$ cat config.mk
export PLATFORM = sky130hd
export DESIGN_NAME = rzc_mul
export DESIGN_NICKNAME = d
export VERILOG_FILES = /design/src/rzc_pkg.sv /design/src/rzc_mul.sv
export SDC_FILE = /design/constraint.sdc
export NUM_CORES = 2
export LEC_CHECK = 0
export ABC_AREA = 1
export ABC_CLOCK_PERIOD_IN_PS = 8950
export BUFFER_PORTS_ARGS = -buffer_cell sky130_fd_sc_hd__buf_2
export CORE_AREA = 2 2 286 288
export DETAILED_ROUTE_END_ITERATION = 6
export DIE_AREA = 0 0 288 290
export PLACE_DENSITY = 0.77
export SETUP_SLACK_MARGIN = 0.3
export SYNTH_ARGS = -nofsm -noshare
export SYNTH_HDL_FRONTEND = slang
export SYNTH_SLANG_ARGS = --single-unit
$ cat constraint.sdc
create_clock -name clk_i -period 8.95 [get_ports clk_i]
set_input_delay 0 -clock clk_i [delete_from_list [all_inputs] [get_ports clk_i]]
set_output_delay 0 -clock clk_i [all_outputs]
set_load 0.05 [all_outputs]
$ cat src/rzc_pkg.sv
// Shared constants and types for the z-axis cylinder intersection pipeline.
// No dependencies.
package rzc_pkg;

  localparam int LIMB_W = 32;

  typedef struct packed {
    logic hit_any;
    logic take_small;
    logic take_large;
    logic b_le0;
  } root_flags_t;

endpackage

$ cat src/rzc_mul.sv
// Pipelined unsigned multiplier built from registered limb partial products.
// Depends on rzc_pkg for the limb width.
module rzc_mul #(
  parameter int W = 32
) (
  input  logic           clk_i,
  input  logic           en_i,
  input  logic [W-1:0]   a_i,
  input  logic [W-1:0]   b_i,
  output logic [2*W-1:0] p_o
);

  localparam int L  = rzc_pkg::LIMB_W;
  localparam int N  = (W + L - 1) / L;
  localparam int XW = N * L;

  logic [XW-1:0]    a_x, b_x;
  logic [2*L-1:0]   pp_q [N*N];
  logic [2*XW-1:0]  acc;
  logic [2*W-1:0]   p_q;

  assign a_x = XW'(a_i);
  assign b_x = XW'(b_i);

  always_ff @(posedge clk_i) begin
    if (en_i) begin
      for (int i = 0; i < N; i++) begin
        for (int j = 0; j < N; j++) begin
          pp_q[i*N+j] <= (2*L)'(a_x[i*L +: L]) * (2*L)'(b_x[j*L +: L]);
        end
      end
    end
  end

  always_comb begin
    acc = '0;
    for (int i = 0; i < N; i++) begin
      for (int j = 0; j < N; j++) begin
        acc = acc + ((2*XW)'(pp_q[i*N+j]) << (L*(i+j)));
      end
    end
  end

  always_ff @(posedge clk_i) begin
    if (en_i) begin
      p_q <= acc[2*W-1:0];
    end
  end

  assign p_o = p_q;

endmodule
==> metrics.csv <==
metric,value,unit
n_fill_cell,7492,
syn_nets,6308,
dp_hpwl,87.2,mm
clk-insertion-delay-late,0.44,ns
cts_resized,0,
reg2regPathDepth,0,
cts.hold.buffers_added,0,
drv_slew,0,
start_kind,input pin,
coreArea,80200,sq um
regArea,3840,sq um
root_buffer,clkbuf_16,
holdWs,0.130,ns
min_period,6.75,ns
cts_setup_buffers,0,
critPathKind,input pin to flip-flop,
cp_data_required_time,9.14,ns
min_path_type,input pin to flip-flop,
numPortBuffers,129,
synth_seq_area_share,9.62,%
grt_pass1_wl,180,mm
regToRegStartpoint,pp_q[0][42],
placedInstanceArea,41300,sq um
cp_common_cell,fa_1,
htree_levels,4,
cts.sinks,128,
synthTopCellsByArea,"fa_1 45%, inv_1 16%, nand2_1 15%",
die_area,83500,sq um
grt_pass1_vias,33540,
die_w,288,um
status,finished clean,
fin_skew,0.0167,ns
hold_end,p_o[61],
syn_avg_cell_area,7.86,sq um
post-route-period-util,75.4,%
yosysTopAreaCell,fa_1,
grt_setup_unrepaired,false,
die_y,290,um
path_clk_slew,0.06,ns
path_max_fanout,32,
hold_viol,0,
finalWeightedCongestion,0.969,
worst_slew_pin_slew,1.20,ns
finalSetupViolations,0,
drive_gt1_share,4.84,%
pre_cts_ws,1.86,ns
yosysWarnings,0,
fin_nets,6279,
hp-start,en_i,
postRouteAntennaNets,0,
cpMaxStageDelayCell,buf_2,
cts_buffers,17,
slowest_delay,0.79,ns
worst_slack,2.20,ns
wirelength,112,mm
cts_tree,done,
synth_top_area_share,44.9,%
arrival,6.93,ns
grt_max_degree,85,
antenna_found_initial,1,
ys_types,23,
rr_endpoint,p_o[42],
routedWlPerCell,18.3,um
setup_tns,0,ns
start_util,49.9,%
syn_inst,5083,
clk_path_buf_depth,2,
cap_violations,0,
syn-cell-area,40000,sq um
ys_ff_latch,128,
grt-ovfl-total,0,
area_delta_synth_final,4.88,%
ioPinCount,130,
drtIter0Drc,2608,
dr.pass1.iters,6,
rows,104,
whs_path_depth,1,
final_area,41900,sq um
drc,0,
cp-end-kind,flip-flop,
grt_usage,28.1,%
multi_input_area,28900,sq um
vias,30998,
slew_headroom,19.8,%
fmax,148,MHz
via_per_inst,5.06,
r2r_setup_slack,8.20,ns
layout by cell type (no fill, tap or decap):
| master | n |
|---|---|
| clkbuf_16 | 17 |
| fa_1 | 896 |
| nand4_1 | 16 |
| a21oi_1 | 45 |
| clkinv_4 | 1 |
| diode_2 | 1 |
| bufinv_16 | 2 |
| clkinv_1 | 1 |
| xnor2_1 | 4 |
| inv_1 | 1723 |
| nand3_2 | 7 |
| nand2_1 | 1559 |
| clkinvlp_4 | 2 |
| buf_4 | 16 |
| nor3_4 | 1 |
| nand2_2 | 16 |
| clkinv_2 | 3 |
| buf_2 | 128 |
| o21ai_0 | 2 |
| edfxtp_1 | 128 |
| nor3_2 | 7 |
| inv_2 | 10 |
| inv_6 | 6 |
| ha_1 | 263 |
| nor2_2 | 23 |
| nor2_4 | 5 |
| o21bai_1 | 11 |
| xor2_1 | 32 |
| o21bai_2 | 1 |
| nor3_1 | 10 |
| nor2_1 | 73 |
| nand3_1 | 59 |
routing by layer:
layer / wire [um] / vias to the layer above / share of wire [%] / global-route usage [%]
met3: 10900 / 438 / 9.7 / 5.67
met4: 7670 / 0 / 6.8 / 16.0
met5: 0 / - / 0 / 0
li1: - / 13887 / - / -
met1: 40300 / 15093 / 36 / 34.8
met2: 53200 / 1580 / 47 / 45.6
synth_stat cells:
master and instances:
nor3_1 10, nor3_2 7, xnor2_1 4, nor2_1 73
inv_1 1723, xor2_1 32, nor3_4 1, inv_2 10
o21bai_1 11, clkbuf_1 192, nor2_2 23, o21bai_2 1
a21oi_1 45, fa_1 896, nand2_2 16, nand2_1 1559
o21ai_0 2, nor2_4 5, edfxtp_1 128, ha_1 263
nand4_1 16, nand3_1 59, nand3_2 7
through the flow:
stage | util (%) | std cells
floorplan | - | 5083
global placement | 51.6 | 6095
detailed placement | 51.6 | 6095
CTS | 52.3 | 6127
global route | 52.3 | 6128
finish | 52.3 | 6128
state kept, by name (all words and copies together), names as in the netlist:
name	count
p_o	64
pp_q	64
logic make-up (layout without fill, tap and decap cells):
| group | after synthesis | after routing | share of synthesized area, % |
|---|---|---|---|
| buf+inv | 1925 | 1909 | 18.1 |
| simple gates | 1776 | 1776 | 17.6 |
| fa+ha+maj | 1159 | 1159 | 53.1 |
| flops | 128 | 128 | 9.62 |
| compound gates | 59 | 59 | 0.823 |
| xor+xnor | 36 | 36 | 0.789 |
| other cells | 0 | 1 | 0 |
layout make-up:
type	instances	share of cell area, %
Clock inverter	15	0.370
Clock buffer	17	1.01
Multi-Input combinational cell	3030	68.9
Antenna cell	1	0.00597
Timing Repair Buffer	144	1.81
Inverter	1733	15.5
Tap cell	1060	3.16
Sequential cell	128	9.17
worst max path at each step:
| stage | startpoint | slack [ns] | endpoint | cells past startpoint |
|---|---|---|---|---|
| 2_1_floorplan | a_i[25] | 3.00 | pp_q[0][60] | 26 |
| 3_3_place_gp | a_i[25] | 1.86 | pp_q[0][54] | 25 |
| 3_5_place_dp | a_i[25] | 1.86 | pp_q[0][54] | 25 |
| 4_1_cts | a_i[12] | 2.31 | pp_q[0][39] | 25 |
| 5_1_grt | a_i[28] | 1.99 | pp_q[0][51] | 26 |
| 6_report | a_i[12] | 2.20 | pp_q[0][39] | 25 |
critical path: cells and delay by family:
kind | cells | cell delay, ns
fa+ha+maj | 9 | 4.41
buf+inv | 7 | 1.21
simple gates | 9 | 1.30
Power is left out: the tool's default activity adds up to more than one toggle a clock period on the data nets, which glitch-free logic cannot reach.
